## config.mk

```make
export PLATFORM = sky130hd
export DESIGN_NAME = rv64i_instruction_decoder
export DESIGN_NICKNAME = d
export VERILOG_FILES = /design/src/rtl/rvdec_pkg.sv /design/src/rtl/rvdec_decode.sv /design/src/rtl/rv64i_instruction_decoder.sv
export SDC_FILE = /design/constraint.sdc
export NUM_CORES = 1
export LEC_CHECK = 0
export BUFFER_PORTS_ARGS = -buffer_cell sky130_fd_sc_hd__buf_4
export CAP_MARGIN = 20
export CORE_MARGIN = 3
export CORE_UTILIZATION = 55
export DETAILED_ROUTE_END_ITERATION = 12
export PLACE_DENSITY = 0.88
export SYNTH_ARGS = -nofsm -noshare
export SYNTH_HDL_FRONTEND = slang
export SYNTH_SLANG_ARGS = --single-unit
```

## constraint.sdc

```tcl
create_clock -name i_clk -period 7.57 [get_ports i_clk]
set_clock_uncertainty 0.05 [all_clocks]
set_input_delay 0.757 -clock i_clk [delete_from_list [all_inputs] [get_ports i_clk]]
set_output_delay 0.757 -clock i_clk [all_outputs]
set_load 0.05 [all_outputs]
```

## src/rtl/rvdec_pkg.sv

```systemverilog
// ----------------------------------------------------------------------------
// rvdec_pkg
// Shared types, opcode constants and the per-operation attribute table for
// the RV64I instruction decoder.
// ----------------------------------------------------------------------------
package rvdec_pkg;

    // major opcodes, bits 6:0 of the instruction word
    localparam logic [6:0] OPC_LUI      = 7'h37;
    localparam logic [6:0] OPC_AUIPC    = 7'h17;
    localparam logic [6:0] OPC_JAL      = 7'h6f;
    localparam logic [6:0] OPC_JALR     = 7'h67;
    localparam logic [6:0] OPC_BRANCH   = 7'h63;
    localparam logic [6:0] OPC_LOAD     = 7'h03;
    localparam logic [6:0] OPC_STORE    = 7'h23;
    localparam logic [6:0] OPC_OPIMM    = 7'h13;
    localparam logic [6:0] OPC_OP       = 7'h33;
    localparam logic [6:0] OPC_OPIMM32  = 7'h1b;
    localparam logic [6:0] OPC_OP32     = 7'h3b;
    localparam logic [6:0] OPC_MISC_MEM = 7'h0f;
    localparam logic [6:0] OPC_SYSTEM   = 7'h73;

    // the only two system words that are accepted
    localparam logic [31:0] WORD_ECALL  = 32'h0000_0073;
    localparam logic [31:0] WORD_EBREAK = 32'h0010_0073;

    // funct3 values
    localparam logic [2:0] F3_0 = 3'd0;
    localparam logic [2:0] F3_1 = 3'd1;
    localparam logic [2:0] F3_2 = 3'd2;
    localparam logic [2:0] F3_3 = 3'd3;
    localparam logic [2:0] F3_4 = 3'd4;
    localparam logic [2:0] F3_5 = 3'd5;
    localparam logic [2:0] F3_6 = 3'd6;
    localparam logic [2:0] F3_7 = 3'd7;

    // funct7 / funct6 qualifiers
    localparam logic [6:0] F7_BASE = 7'h00;
    localparam logic [6:0] F7_ALT  = 7'h20;
    localparam logic [5:0] F6_BASE = 6'h00;
    localparam logic [5:0] F6_ALT  = 6'h10;

    // memory access kind
    localparam logic [1:0] MEM_NONE  = 2'd0;
    localparam logic [1:0] MEM_LOADS = 2'd1;
    localparam logic [1:0] MEM_LOADU = 2'd2;
    localparam logic [1:0] MEM_STORE = 2'd3;

    // control-flow class
    localparam logic [1:0] FLOW_SEQ  = 2'd0;
    localparam logic [1:0] FLOW_JUMP = 2'd1;
    localparam logic [1:0] FLOW_HALT = 2'd2;

    typedef enum logic [5:0] {
        OP_ILLEGAL = 6'd0,
        OP_LUI, OP_AUIPC, OP_JAL, OP_JALR,
        OP_BEQ, OP_BNE, OP_BLT, OP_BGE, OP_BLTU, OP_BGEU,
        OP_LB, OP_LH, OP_LW, OP_LD, OP_LBU, OP_LHU, OP_LWU,
        OP_SB, OP_SH, OP_SW, OP_SD,
        OP_ADDI, OP_SLTI, OP_SLTIU, OP_XORI, OP_ORI, OP_ANDI,
        OP_SLLI, OP_SRLI, OP_SRAI,
        OP_ADD, OP_SUB, OP_SLL, OP_SLT, OP_SLTU, OP_XOR, OP_SRL, OP_SRA,
        OP_OR, OP_AND,
        OP_ADDIW, OP_SLLIW, OP_SRLIW, OP_SRAIW,
        OP_ADDW, OP_SUBW, OP_SLLW, OP_SRLW, OP_SRAW,
        OP_FENCE, OP_ECALL, OP_EBREAK
    } t_op;

    typedef struct packed {
        logic       rd1;
        logic       rd2;
        logic       wr;
        logic [1:0] kind;
        logic [3:0] bytes;
        logic [1:0] flow;
    } t_attr;

    typedef struct packed {
        logic               illegal;
        t_op                operation;
        logic [4:0]         dest_reg;
        logic [4:0]         src1_reg;
        logic [4:0]         src2_reg;
        logic signed [31:0] immediate;
        logic               reads_src1;
        logic               reads_src2;
        logic               writes_dest;
        logic [1:0]         mem_kind;
        logic [3:0]         access_bytes;
        logic [1:0]         flow_class;
    } t_dec_result;

    // register use, memory access and flow class of each operation
    function automatic t_attr op_attr(input t_op op);
        t_attr a;
        a = '0;
        case (op) inside
            OP_LUI, OP_AUIPC: a.wr = 1'b1;
            OP_JAL: begin
                a.wr   = 1'b1;
                a.flow = FLOW_JUMP;
            end
            OP_JALR: begin
                a.rd1  = 1'b1;
                a.wr   = 1'b1;
                a.flow = FLOW_JUMP;
            end
            [OP_BEQ:OP_BGEU]: begin
                a.rd1  = 1'b1;
                a.rd2  = 1'b1;
                a.flow = FLOW_JUMP;
            end
            [OP_LB:OP_LW]: begin
                a.rd1  = 1'b1;
                a.wr   = 1'b1;
                a.kind = MEM_LOADS;
            end
            [OP_LD:OP_LWU]: begin
                a.rd1  = 1'b1;
                a.wr   = 1'b1;
                a.kind = MEM_LOADU;
            end
            [OP_SB:OP_SD]: begin
                a.rd1  = 1'b1;
                a.rd2  = 1'b1;
                a.kind = MEM_STORE;
            end
            [OP_ADDI:OP_SRAI], [OP_ADDIW:OP_SRAIW]: begin
                a.rd1 = 1'b1;
                a.wr  = 1'b1;
            end
            [OP_ADD:OP_AND], [OP_ADDW:OP_SRAW]: begin
                a.rd1 = 1'b1;
                a.rd2 = 1'b1;
                a.wr  = 1'b1;
            end
            OP_ECALL, OP_EBREAK: a.flow = FLOW_HALT;
            default: a = '0;
        endcase
        // access size
        case (op)
            OP_LB, OP_LBU, OP_SB: a.bytes = 4'd1;
            OP_LH, OP_LHU, OP_SH: a.bytes = 4'd2;
            OP_LW, OP_LWU, OP_SW: a.bytes = 4'd4;
            OP_LD, OP_SD:         a.bytes = 4'd8;
            default:              a.bytes = 4'd0;
        endcase
        return a;
    endfunction

endpackage

```

## src/rtl/rvdec_decode.sv

```systemverilog
// ----------------------------------------------------------------------------
// rvdec_decode
// Combinational decode of one instruction word into the operation number,
// register indices, immediate and attribute flags.
// ----------------------------------------------------------------------------
module rvdec_decode (
    input  logic [31:0]               i_word,
    output rvdec_pkg::t_dec_result    o_result
);

    logic [6:0]        w_opc;
    logic [2:0]        w_f3;
    logic [6:0]        w_f7;
    logic [5:0]        w_f6;
    rvdec_pkg::t_op    w_op;
    rvdec_pkg::t_attr  w_attr;
    logic [31:0]       w_imm;
    logic [31:0]       w_imm_i;
    logic [31:0]       w_imm_s;
    logic [31:0]       w_imm_b;
    logic [31:0]       w_imm_j;

    assign w_opc = i_word[6:0];
    assign w_f3  = i_word[14:12];
    assign w_f7  = i_word[31:25];
    assign w_f6  = i_word[31:26];

    // immediate forms
    assign w_imm_i = {{20{i_word[31]}}, i_word[31:20]};
    assign w_imm_s = {{20{i_word[31]}}, i_word[31:25], i_word[11:7]};
    assign w_imm_b = {{19{i_word[31]}}, i_word[31], i_word[7], i_word[30:25],
                      i_word[11:8], 1'b0};
    assign w_imm_j = {{11{i_word[31]}}, i_word[31], i_word[19:12], i_word[20],
                      i_word[30:21], 1'b0};

    // operation select
    always_comb begin
        w_op = rvdec_pkg::OP_ILLEGAL;
        case (w_opc)
            rvdec_pkg::OPC_LUI:   w_op = rvdec_pkg::OP_LUI;
            rvdec_pkg::OPC_AUIPC: w_op = rvdec_pkg::OP_AUIPC;
            rvdec_pkg::OPC_JAL:   w_op = rvdec_pkg::OP_JAL;
            rvdec_pkg::OPC_JALR: begin
                if (w_f3 == rvdec_pkg::F3_0) w_op = rvdec_pkg::OP_JALR;
            end
            rvdec_pkg::OPC_BRANCH: begin
                case (w_f3)
                    rvdec_pkg::F3_0: w_op = rvdec_pkg::OP_BEQ;
                    rvdec_pkg::F3_1: w_op = rvdec_pkg::OP_BNE;
                    rvdec_pkg::F3_4: w_op = rvdec_pkg::OP_BLT;
                    rvdec_pkg::F3_5: w_op = rvdec_pkg::OP_BGE;
                    rvdec_pkg::F3_6: w_op = rvdec_pkg::OP_BLTU;
                    rvdec_pkg::F3_7: w_op = rvdec_pkg::OP_BGEU;
                    default:         w_op = rvdec_pkg::OP_ILLEGAL;
                endcase
            end
            rvdec_pkg::OPC_LOAD: begin
                // loads are numbered in funct3 order, funct3 of 7 is unused
                if (w_f3 != rvdec_pkg::F3_7)
                    w_op = rvdec_pkg::t_op'(6'(rvdec_pkg::OP_LB) + {3'b000, w_f3});
            end
            rvdec_pkg::OPC_STORE: begin
                if (!w_f3[2])
                    w_op = rvdec_pkg::t_op'(6'(rvdec_pkg::OP_SB) + {3'b000, w_f3});
            end
            rvdec_pkg::OPC_OPIMM: begin
                case (w_f3)
                    rvdec_pkg::F3_0: w_op = rvdec_pkg::OP_ADDI;
                    rvdec_pkg::F3_1: begin
                        if (w_f6 == rvdec_pkg::F6_BASE) w_op = rvdec_pkg::OP_SLLI;
                    end
                    rvdec_pkg::F3_2: w_op = rvdec_pkg::OP_SLTI;
                    rvdec_pkg::F3_3: w_op = rvdec_pkg::OP_SLTIU;
                    rvdec_pkg::F3_4: w_op = rvdec_pkg::OP_XORI;
                    rvdec_pkg::F3_5: begin
                        if (w_f6 == rvdec_pkg::F6_BASE)
                            w_op = rvdec_pkg::OP_SRLI;
                        else if (w_f6 == rvdec_pkg::F6_ALT)
                            w_op = rvdec_pkg::OP_SRAI;
                    end
                    rvdec_pkg::F3_6: w_op = rvdec_pkg::OP_ORI;
                    rvdec_pkg::F3_7: w_op = rvdec_pkg::OP_ANDI;
                    default:         w_op = rvdec_pkg::OP_ILLEGAL;
                endcase
            end
            rvdec_pkg::OPC_OP: begin
                if (w_f7 == rvdec_pkg::F7_BASE) begin
                    case (w_f3)
                        rvdec_pkg::F3_0: w_op = rvdec_pkg::OP_ADD;
                        rvdec_pkg::F3_1: w_op = rvdec_pkg::OP_SLL;
                        rvdec_pkg::F3_2: w_op = rvdec_pkg::OP_SLT;
                        rvdec_pkg::F3_3: w_op = rvdec_pkg::OP_SLTU;
                        rvdec_pkg::F3_4: w_op = rvdec_pkg::OP_XOR;
                        rvdec_pkg::F3_5: w_op = rvdec_pkg::OP_SRL;
                        rvdec_pkg::F3_6: w_op = rvdec_pkg::OP_OR;
                        rvdec_pkg::F3_7: w_op = rvdec_pkg::OP_AND;
                        default:         w_op = rvdec_pkg::OP_ILLEGAL;
                    endcase
                end else if (w_f7 == rvdec_pkg::F7_ALT) begin
                    if (w_f3 == rvdec_pkg::F3_0)
                        w_op = rvdec_pkg::OP_SUB;
                    else if (w_f3 == rvdec_pkg::F3_5)
                        w_op = rvdec_pkg::OP_SRA;
                end
            end
            rvdec_pkg::OPC_OPIMM32: begin
                if (w_f3 == rvdec_pkg::F3_0)
                    w_op = rvdec_pkg::OP_ADDIW;
                else if (w_f3 == rvdec_pkg::F3_1 && w_f7 == rvdec_pkg::F7_BASE)
                    w_op = rvdec_pkg::OP_SLLIW;
                else if (w_f3 == rvdec_pkg::F3_5 && w_f7 == rvdec_pkg::F7_BASE)
                    w_op = rvdec_pkg::OP_SRLIW;
                else if (w_f3 == rvdec_pkg::F3_5 && w_f7 == rvdec_pkg::F7_ALT)
                    w_op = rvdec_pkg::OP_SRAIW;
            end
            rvdec_pkg::OPC_OP32: begin
                if (w_f3 == rvdec_pkg::F3_0 && w_f7 == rvdec_pkg::F7_BASE)
                    w_op = rvdec_pkg::OP_ADDW;
                else if (w_f3 == rvdec_pkg::F3_0 && w_f7 == rvdec_pkg::F7_ALT)
                    w_op = rvdec_pkg::OP_SUBW;
                else if (w_f3 == rvdec_pkg::F3_1 && w_f7 == rvdec_pkg::F7_BASE)
                    w_op = rvdec_pkg::OP_SLLW;
                else if (w_f3 == rvdec_pkg::F3_5 && w_f7 == rvdec_pkg::F7_BASE)
                    w_op = rvdec_pkg::OP_SRLW;
                else if (w_f3 == rvdec_pkg::F3_5 && w_f7 == rvdec_pkg::F7_ALT)
                    w_op = rvdec_pkg::OP_SRAW;
            end
            // every misc-mem word decodes as fence
            rvdec_pkg::OPC_MISC_MEM: w_op = rvdec_pkg::OP_FENCE;
            rvdec_pkg::OPC_SYSTEM: begin
                if (i_word == rvdec_pkg::WORD_ECALL)
                    w_op = rvdec_pkg::OP_ECALL;
                else if (i_word == rvdec_pkg::WORD_EBREAK)
                    w_op = rvdec_pkg::OP_EBREAK;
            end
            default: w_op = rvdec_pkg::OP_ILLEGAL;
        endcase
    end

    // immediate select, zero for illegal words and formats without one
    always_comb begin
        case (w_op) inside
            rvdec_pkg::OP_LUI, rvdec_pkg::OP_AUIPC:
                w_imm = {i_word[31:12], 12'h000};
            rvdec_pkg::OP_JAL:
                w_imm = w_imm_j;
            [rvdec_pkg::OP_BEQ:rvdec_pkg::OP_BGEU]:
                w_imm = w_imm_b;
            rvdec_pkg::OP_JALR, [rvdec_pkg::OP_LB:rvdec_pkg::OP_LWU],
            [rvdec_pkg::OP_ADDI:rvdec_pkg::OP_ANDI], rvdec_pkg::OP_ADDIW:
                w_imm = w_imm_i;
            [rvdec_pkg::OP_SB:rvdec_pkg::OP_SD]:
                w_imm = w_imm_s;
            [rvdec_pkg::OP_SLLI:rvdec_pkg::OP_SRAI]:
                w_imm = {26'd0, i_word[25:20]};
            [rvdec_pkg::OP_SLLIW:rvdec_pkg::OP_SRAIW]:
                w_imm = {27'd0, i_word[24:20]};
            default:
                w_imm = 32'd0;
        endcase
    end

    assign w_attr = rvdec_pkg::op_attr(w_op);

    // result assembly
    always_comb begin
        o_result.illegal      = (w_op == rvdec_pkg::OP_ILLEGAL);
        o_result.operation    = w_op;
        o_result.dest_reg     = w_attr.wr  ? i_word[11:7]  : 5'd0;
        o_result.src1_reg     = w_attr.rd1 ? i_word[19:15] : 5'd0;
        o_result.src2_reg     = w_attr.rd2 ? i_word[24:20] : 5'd0;
        o_result.immediate    = w_imm;
        o_result.reads_src1   = w_attr.rd1;
        o_result.reads_src2   = w_attr.rd2;
        o_result.writes_dest  = w_attr.wr;
        o_result.mem_kind     = w_attr.kind;
        o_result.access_bytes = w_attr.bytes;
        o_result.flow_class   = w_attr.flow;
    end

endmodule

```

## src/rtl/rv64i_instruction_decoder.sv

```systemverilog
// ----------------------------------------------------------------------------
// rv64i_instruction_decoder
// RV64I instruction decoder with a registered request word and a registered
// result, valid/stall handshake on both sides.
// ----------------------------------------------------------------------------
// Each request carries one 32-bit instruction word and yields exactly one
// result, in order. A request is captured in the input register, decoded by
// one pass of combinational logic and written to the result register, and a
// new request is taken every cycle while the result side keeps up; throughput
// is one word per clock, set by the single decode pass between the two
// registers. If the result side stalls, the result register holds and o_stall
// rises once the input register is also full. Illegal words return illegal
// set and every other field zero. There is no configuration and no internal
// state beyond the two pipeline registers.
module rv64i_instruction_decoder (
    input  logic               i_clk,
    input  logic               i_rst_n,
    // request side
    input  logic               i_valid,
    output logic               o_stall,
    input  logic [31:0]        i_instr_word,
    // result side
    output logic               o_valid,
    input  logic               i_stall,
    output logic               o_illegal,
    output logic [5:0]         o_operation,
    output logic [4:0]         o_dest_reg,
    output logic [4:0]         o_src1_reg,
    output logic [4:0]         o_src2_reg,
    output logic signed [31:0] o_immediate,
    output logic               o_reads_src1,
    output logic               o_reads_src2,
    output logic               o_writes_dest,
    output logic [1:0]         o_mem_kind,
    output logic [3:0]         o_access_bytes,
    output logic [1:0]         o_flow_class
);

    logic                   r_in_valid;
    logic [31:0]            r_in_word;
    logic                   r_out_valid;
    rvdec_pkg::t_dec_result r_out;
    rvdec_pkg::t_dec_result w_dec;
    logic                   w_out_hold;
    logic                   w_in_adv;
    logic                   w_in_take;

    // pipeline flow control
    assign w_out_hold = r_out_valid && i_stall;
    assign w_in_adv   = r_in_valid && !w_out_hold;
    assign o_stall    = r_in_valid && w_out_hold;
    assign w_in_take  = i_valid && !o_stall;

    // decode pass
    rvdec_decode u_decode (
        .i_word   (r_in_word),
        .o_result (w_dec)
    );

    // valid bits
    always_ff @(posedge i_clk) begin
        if (!i_rst_n) begin
            r_in_valid  <= 1'b0;
            r_out_valid <= 1'b0;
        end else begin
            if (!o_stall)
                r_in_valid <= i_valid;
            if (!w_out_hold)
                r_out_valid <= r_in_valid;
        end
    end

    // payload registers
    always_ff @(posedge i_clk) begin
        if (w_in_take)
            r_in_word <= i_instr_word;
        if (w_in_adv)
            r_out <= w_dec;
    end

    // result ports
    assign o_valid        = r_out_valid;
    assign o_illegal      = r_out.illegal;
    assign o_operation    = 6'(r_out.operation);
    assign o_dest_reg     = r_out.dest_reg;
    assign o_src1_reg     = r_out.src1_reg;
    assign o_src2_reg     = r_out.src2_reg;
    assign o_immediate    = r_out.immediate;
    assign o_reads_src1   = r_out.reads_src1;
    assign o_reads_src2   = r_out.reads_src2;
    assign o_writes_dest  = r_out.writes_dest;
    assign o_mem_kind     = r_out.mem_kind;
    assign o_access_bytes = r_out.access_bytes;
    assign o_flow_class   = r_out.flow_class;

    // a decoded request reaches the result register in the following cycle
    a_advance: assert property (@(posedge i_clk) disable iff (!i_rst_n)
        w_in_adv |=> o_valid)
        else $error("decoded request did not reach the result register");

    // the block only pushes back while it holds a request
    a_stall_full: assert property (@(posedge i_clk) disable iff (!i_rst_n)
        o_stall |-> r_in_valid && r_out_valid)
        else $error("stall raised with a free pipeline register");

    // illegal words carry no other information
    a_illegal_clean: assert property (@(posedge i_clk) disable iff (!i_rst_n)
        o_valid && o_illegal |-> o_operation == 6'd0 && o_immediate == 32'sd0 &&
            o_dest_reg == 5'd0 && o_src1_reg == 5'd0 && o_src2_reg == 5'd0 &&
            o_mem_kind == rvdec_pkg::MEM_NONE && o_flow_class == rvdec_pkg::FLOW_SEQ)
        else $error("illegal result with nonzero fields");

    // memory kind and access size agree
    a_mem_size: assert property (@(posedge i_clk) disable iff (!i_rst_n)
        o_valid |-> (o_mem_kind == rvdec_pkg::MEM_NONE) == (o_access_bytes == 4'd0))
        else $error("memory kind and access size disagree");

endmodule

```

==> results by group, run 1 <==
Worst setup path
  – Worst path required time: 7650 ps
  – Crit path max-delay family: simple AND/OR/NAND/NOR gates
  – Levels on crit path: 13
  – Critical path launch point type: register
  – R2R depth: 13
  – CP most frequent cell: inv_1
  – CP max stage cell: edfxtp_1
  – WP buf/inv: 2
  – Worst-path cell chain: inv_1 -> o21ai_0 -> a21oi_1 -> nor4_1 -> and2_1 -> inv_1 -> ha_1 -> and4b_1 -> o32ai_2 -> a2111oi_4 -> a41oi_4 -> and2_4 -> a21o_1
  – Crit Path Class: register to register
  – Critical Path End Type: register
  – Slowest cell delay on critical path: 890 ps
  – WP data arrival: 4860 ps
  – Crit-path max FO: 26

Synthesis
  – Area share of the largest cell type after synthesis: 0.5202
  – Count leader, synth: edfxtp_1
  – Synth unique cells: 83
  – Yosys warns: 0
  – Largest cells by area after synthesis: edfxtp_1 (52%), dfxtp_1 (2.9%), and2_1 (2.8%)
  – Net Count, Synth: 512
  – Post-synth top area cell: edfxtp_1
  – Cells after Synth: 464
  – Top_reg_cell synth: edfxtp_1
  – Synth Cell Area: around 5600 um2
  – EDFF count, synth: 97
  – Post-synth top cells: edfxtp_1 (97), nor2_1 (28), nand2_1 (26)
  – Async S/R FF share, synth: 0
  – Register bit count reported by yosys: 105
  – Avg Cell Area, Syn: roughly 12 um2
  – Sequential fraction of the synthesis area: 0.5488

Timing
  – RSZ-0062 raised after global routing: no
  – Worst-Margin Slew: 873.8 ps
  – Setup total negative slack: 0 ps
  – Final setup margin: between 2000 and 3000 ps
  – Period minus WS final: between 4000 and 5000 ps
  – Setup-failing EPs final: 0
  – WHS: 473.0 ps
  – Final Max Tran Viols: 0
  – Fin. Hold Viols: 0
  – Headroom to the max-slew limit: 0.4175
  – Final Cycle Share: 0.6319
  – Achievable frequency: 0.2090 GHz

Drt
  – Drt wl/cell: 19.75 um
  – Vias/cell: 6.149
  – DR DRC count: 0
  – Starting DRT DRC Count: 313
  – WL final: around 14,000 um
  – Vias: ~4,300
  – TritonRoute pass-1 iters: 5
  – Antenna-violating nets left: 0

Min path
  – Hold WC Path Type: register to register
  – Hold Crit Depth: 2

Clock tree
  – Setup repair bufs after CTS: 0
  – Post-CTS sizing: 0
  – Hold Buf Count CTS: 0
  – Worst-Skew Late Latency: 380 ps
  – Clock root buffer: clkbuf_8
  – Clock-pin slew on the worst setup and hold paths: 110 ps
  – Sink Count: 105
  – H-Tree Depth: 3
  – CTS Buffer Depth: 2
  – CTS buffer count: 9
  – TritonCTS clock tree: yes

Floorplan
  – Die Y: roughly 110 um
  – Die area: 11,430 um2
  – Initial Utilization: 0.5702
  – Num rows: 36
  – Boundary pin count: 103
  – Core Box Area: around 10000 um2
  – Horiz. Die Dim: 106.9 um

Pwr
  – Power Density: 185.4 nW/um2
  – Peak supply drop: 0.1228 mV
  – Leak: ~2.6 nW

GRT
  – Vias in the first global route: approximately 4,000
  – First-pass GRT wire length: 21,440 um
  – Gr ovfl total: 0
  – Largest net degree at the start of global routing: 66
  – Number of antenna violations at the first check in global routing: 0
  – Total track usage: 0.2426

Place
  – Count of input and output buffers: 102
  – Place WS: ~2900 ps
  – Estimated wirelength of the detail-placed design: 10,240 um
  – GP Congestion: 0.9592

Flow run
  – Max Cap Viol: 0

Finish
  – Layout cells sized above 1: 0.2814
  – # nets final: about 600
  – Diode count: 0
  – Area delta synth->final: 18.73%

Outcome
  – Status: completed
area by class of cell:
class / count / area, um2
Clock buffer: 10 / 137.6
Clock inverter: 6 / 56.30
Fill cell: 726 / 3172
Inverter: 15 / 71.32
Multi-Input combinational cell: 324 / 2355
Sequential cell: 105 / 3073
Tap cell: 133 / 166.4
Timing Repair Buffer: 105 / 788.3
worst reg2reg max path, delay by kind of cell (launching register included):
family,cells,cell delay [ps]
buffers and inverters,2,390
adders and majority gates,1,270
and+or+nand+nor,4,1480
AOI/OAI and AO/OA,6,1450
DFF,1,890
report_power, final:
| group | switching (mW) | internal [mW] | leakage [nW] |
|---|---|---|---|
| Sequential | 0.0281 | 0.671 | 0.960 |
| Clock | 0.206 | 0.136 | 0.0973 |
| Combinational | 0.128 | 0.0631 | 1.58 |
cell families after synthesis:
family | count (synthesis) | share of synthesized area
simple gates | 191 | 0.2154
compound gates | 108 | 0.1533
flops | 105 | 0.5488
buf+inv | 35 | 0.03263
fa+ha+maj | 12 | 0.02681
mux | 11 | 0.01989
xor+xnor | 2 | 0.003129
routing by layer:
layer,vias up,GRT usage,share of wire
li1,1990,-,-
met1,2038,0.3173,0.40
met2,223,0.3993,0.49
met3,41,0.04395,0.068
met4,0,0.1023,0.039
met5,-,0,0
stage by stage:
step | cell area, um2 | power [mW] | cells | util
4_1_cts | 6648 | 1.238 | 698 | 0.6770
6_report | 6648 | 1.233 | 698 | 0.6770
5_1_grt | 6648 | 1.278 | 698 | 0.6770
3_5_place_dp | 6454 | 0.9033 | 682 | 0.6572
2_1_floorplan | 5599 | 0.8378 | 464 | -
3_3_place_gp | 6454 | 0.8999 | 682 | 0.6572
path summary, 6_finish.rpt:
check | startpoint | to | slack, ps
min reg2reg | r_in_valid$_SDFFE_PN0N_ | o_valid$_SDFFE_PN0N_ | 470
max | r_in_word[14]$_DFFE_PP_ | o_immediate[23]$_DFFE_PP_ | 2790
min | r_in_valid$_SDFFE_PN0N_ | o_valid$_SDFFE_PN0N_ | 470
max reg2reg | r_in_word[14]$_DFFE_PP_ | o_immediate[23]$_DFFE_PP_ | 2790
cell usage in the layout (no fill, tap or decap), types with 3 or more instances in the layout:
cell type | netlist | routed
ha_1 | 12 | 12
nand2_1 | 26 | 26
o21a_1 | 4 | 4
nor4b_1 | 3 | 3
nand3_1 | 12 | 12
and2_1 | 25 | 25
and4b_1 | 3 | 3
nor3_1 | 10 | 10
o21ai_1 | 3 | 3
nand4_1 | 13 | 13
mux2i_1 | 10 | 10
o21bai_1 | 3 | 3
nand2b_1 | 7 | 7
nor2_1 | 28 | 28
edfxtp_1 | 97 | 97
or3_1 | 6 | 6
buf_4 | 2 | 105
dfxtp_1 | 8 | 8
and3_1 | 5 | 5
a21oi_1 | 21 | 21
nor3b_1 | 4 | 4
clkbuf_8 | 0 | 10
a21o_1 | 20 | 20
o31ai_1 | 4 | 4
or2_2 | 4 | 4
o31ai_2 | 3 | 3
a31oi_1 | 5 | 5
nor4_2 | 3 | 3
o21ai_0 | 11 | 11
inv_1 | 13 | 13
o211ai_1 | 5 | 5
nor2b_1 | 7 | 7
nor4_1 | 9 | 9
Power figures use the tool's default switching activity.
==> inputs of run 2 (changes only) <==
--- a/config.mk
+++ b/config.mk
@@ -8,9 +8,9 @@
 export BUFFER_PORTS_ARGS = -buffer_cell sky130_fd_sc_hd__buf_4
 export CAP_MARGIN = 20
 export CORE_MARGIN = 3
-export CORE_UTILIZATION = 55
+export CORE_UTILIZATION = 51
 export DETAILED_ROUTE_END_ITERATION = 12
-export PLACE_DENSITY = 0.88
+export PLACE_DENSITY = 0.86
 export SYNTH_ARGS = -nofsm -noshare
 export SYNTH_HDL_FRONTEND = slang
 export SYNTH_SLANG_ARGS = --single-unit
==> constraint.sdc (replaced) <==
create_clock -name i_clk -period 4 [get_ports i_clk]
set_clock_uncertainty 0.05 [all_clocks]
set_input_delay 0.4 -clock i_clk [delete_from_list [all_inputs] [get_ports i_clk]]
set_output_delay 0.4 -clock i_clk [all_outputs]
set_load 0.05 [all_outputs]
==> results by group, run 2 (same netlist as run 1, synthesis figures left out) <==
Worst setup path
  – CP max stage cell: edfxtp_1
  – Worst-path cell chain: buf_12 -> and4_1 -> o31ai_2 -> a21oi_1 -> nor4_2 -> and2_4 -> buf_4 -> inv_1 -> ha_1 -> and4b_2 -> o32ai_2 -> a2111oi_4 -> buf_4 -> a41oi_4 -> and2_4 -> a21o_1
  – Critical path launch point type: register
  – R2r setup slk: about 150 ps
  – Critical Path End Type: register
  – Slowest cell delay on critical path: approximately 470 ps
  – Crit Path Class: register to register
  – Worst path required time: 4070 ps
  – WP data arrival: roughly 3900 ps
  – Crit-path max FO: 17

Finish
  – Layout cells sized above 1: 0.4123
  – Fill count: 732
  – Area delta synth->final: 34.44%
  – Final Core Density: 0.7163
  – Leading cell type in the layout, fill and taps excluded: buf_4
  – Diode count: 0
  – Most frequent cells in the layout: buf_4 (202), edfxtp_1 (97), nor2_1 (28)
  – Sequential cell area: 3073 um2
  – Post-layout instance area: 7527 um2
  – Area of the multi-input gates: 2447 um2
  – # nets final: 710

Place
  – Count of input and output buffers: slightly above 100
  – Area after DPL: 7172 um2
  – Place WS: -56.38 ps
  – Estimated wirelength of the detail-placed design: 12,240 um
  – GP Congestion: 0.9408

Floorplan
  – Num rows: 37
  – Core Box Area: 10,510 um2
  – Die area: 12,270 um2
  – Boundary pin count: 103
  – Initial Utilization: 0.5328
  – Horiz. Die Dim: 110.8 um
  – Die Y: 110.8 um

GRT
  – Largest net degree at the start of global routing: 66
  – Vias in the first global route: 4,794
  – Total track usage: 0.2617
  – Gr ovfl total: 0
  – Number of antenna violations at the first check in global routing: 0
  – First-pass GRT wire length: 25,460 um

Timing
  – Headroom to the max-slew limit: 0.4493
  – Final Cycle Share: 0.9621
  – Achievable frequency: ~0.26 GHz
  – Final Max Tran Viols: 0
  – WHS: 137.5 ps
  – Period minus WS final: slightly below 4000 ps
  – Fin. Hold Viols: 0
  – Final setup margin: about 150 ps
  – Worst-Margin Slew: 826.0 ps
  – Setup-failing EPs final: 0

Drt
  – Antenna-violating nets left: 0
  – Vias/cell: 6.027
  – TritonRoute pass-1 iters: 5
  – WL final: 16,260 um
  – DR DRC count: 0
  – Vias: 4,840
  – Drt wl/cell: 20.25 um
  – Starting DRT DRC Count: 336

Clock tree
  – Clock root buffer: clkbuf_8
  – Clock-pin slew on the worst setup and hold paths: between 100 and 150 ps
  – CTS buffer count: 9
  – H-Tree Depth: 3
  – TritonCTS clock tree: yes
  – CTS Buffer Depth: 2
  – Sink Count: 105
  – Worst-Skew Late Latency: 380 ps

Pwr
  – Leak: 3.150 nW
  – Peak supply drop: 0.2186 mV
  – Power Density: 317.8 nW/um2
  – Design Power: 2.392 mW

Flow run
  – Max Cap Viol: 0

Min path
  – Hold WC Path Type: input port to register

Outcome
  – Status: completed
run 2: path summary, 6_finish.rpt:
path | startpoint | end | cells past startpoint
setup reg to reg | r_in_word[14]$_DFFE_PP_ | o_immediate[24]$_DFFE_PP_ | 16
setup / recovery | r_in_word[14]$_DFFE_PP_ | o_immediate[24]$_DFFE_PP_ | 16
hold / removal | i_instr_word[24] | r_in_word[24]$_DFFE_PP_ | 1
hold reg to reg | r_in_valid$_SDFFE_PN0N_ | o_valid$_SDFFE_PN0N_ | 2
run 2: cell type report:
class                      count  area share
inverter                      15    0.009475
clock buffer                   9     0.01646
multi-input combinational    324      0.3251
tap                          136     0.02261
timing repair buffer         207      0.2096
sequential                   105      0.4082
clock inverter                 7    0.008477
run 2: worst max-delay path: cells and delay by family, from the launching register on:
family / cells / cell delay (ps)
AOI/OAI and AO/OA: 6 / 1110
adders and majority gates: 1 / 180
buffers and inverters: 4 / 570
DFF: 1 / 470
and+or+nand+nor: 5 / 1210
run 2: per-stage QoR:
stage	instances	setup TNS, ps
finish	803	0
global route	803	-112.7
CTS	795	0
detailed placement	776	-138.3
global placement	776	0
floorplan	464	0
run 2: power by group:
group          switching, mW  leakage [nW]  internal, mW
Clock                  0.398        0.0987         0.240
Sequential            0.0389         0.960          1.27
Combinational          0.282          2.09         0.164
Total                  0.719          3.15          1.67
run 2: layer usage:
layer	vias up	part of all wire	track usage	wire length, um
met1	2356	0.37	0.3224	6084
met3	54	0.067	0.04476	1090
met5	-	0	0	0
met2	246	0.52	0.4474	8418
li1	2184	-	-	-
met4	0	0.041	0.1232	665
run 2: timing repair:
item	CTS	global route
endpoints found under the setup margin	15	49
gates cloned	0	1
pin swaps	1	9
gates resized for setup	3	14
hold buffers	0	0
buffers inserted	3	7
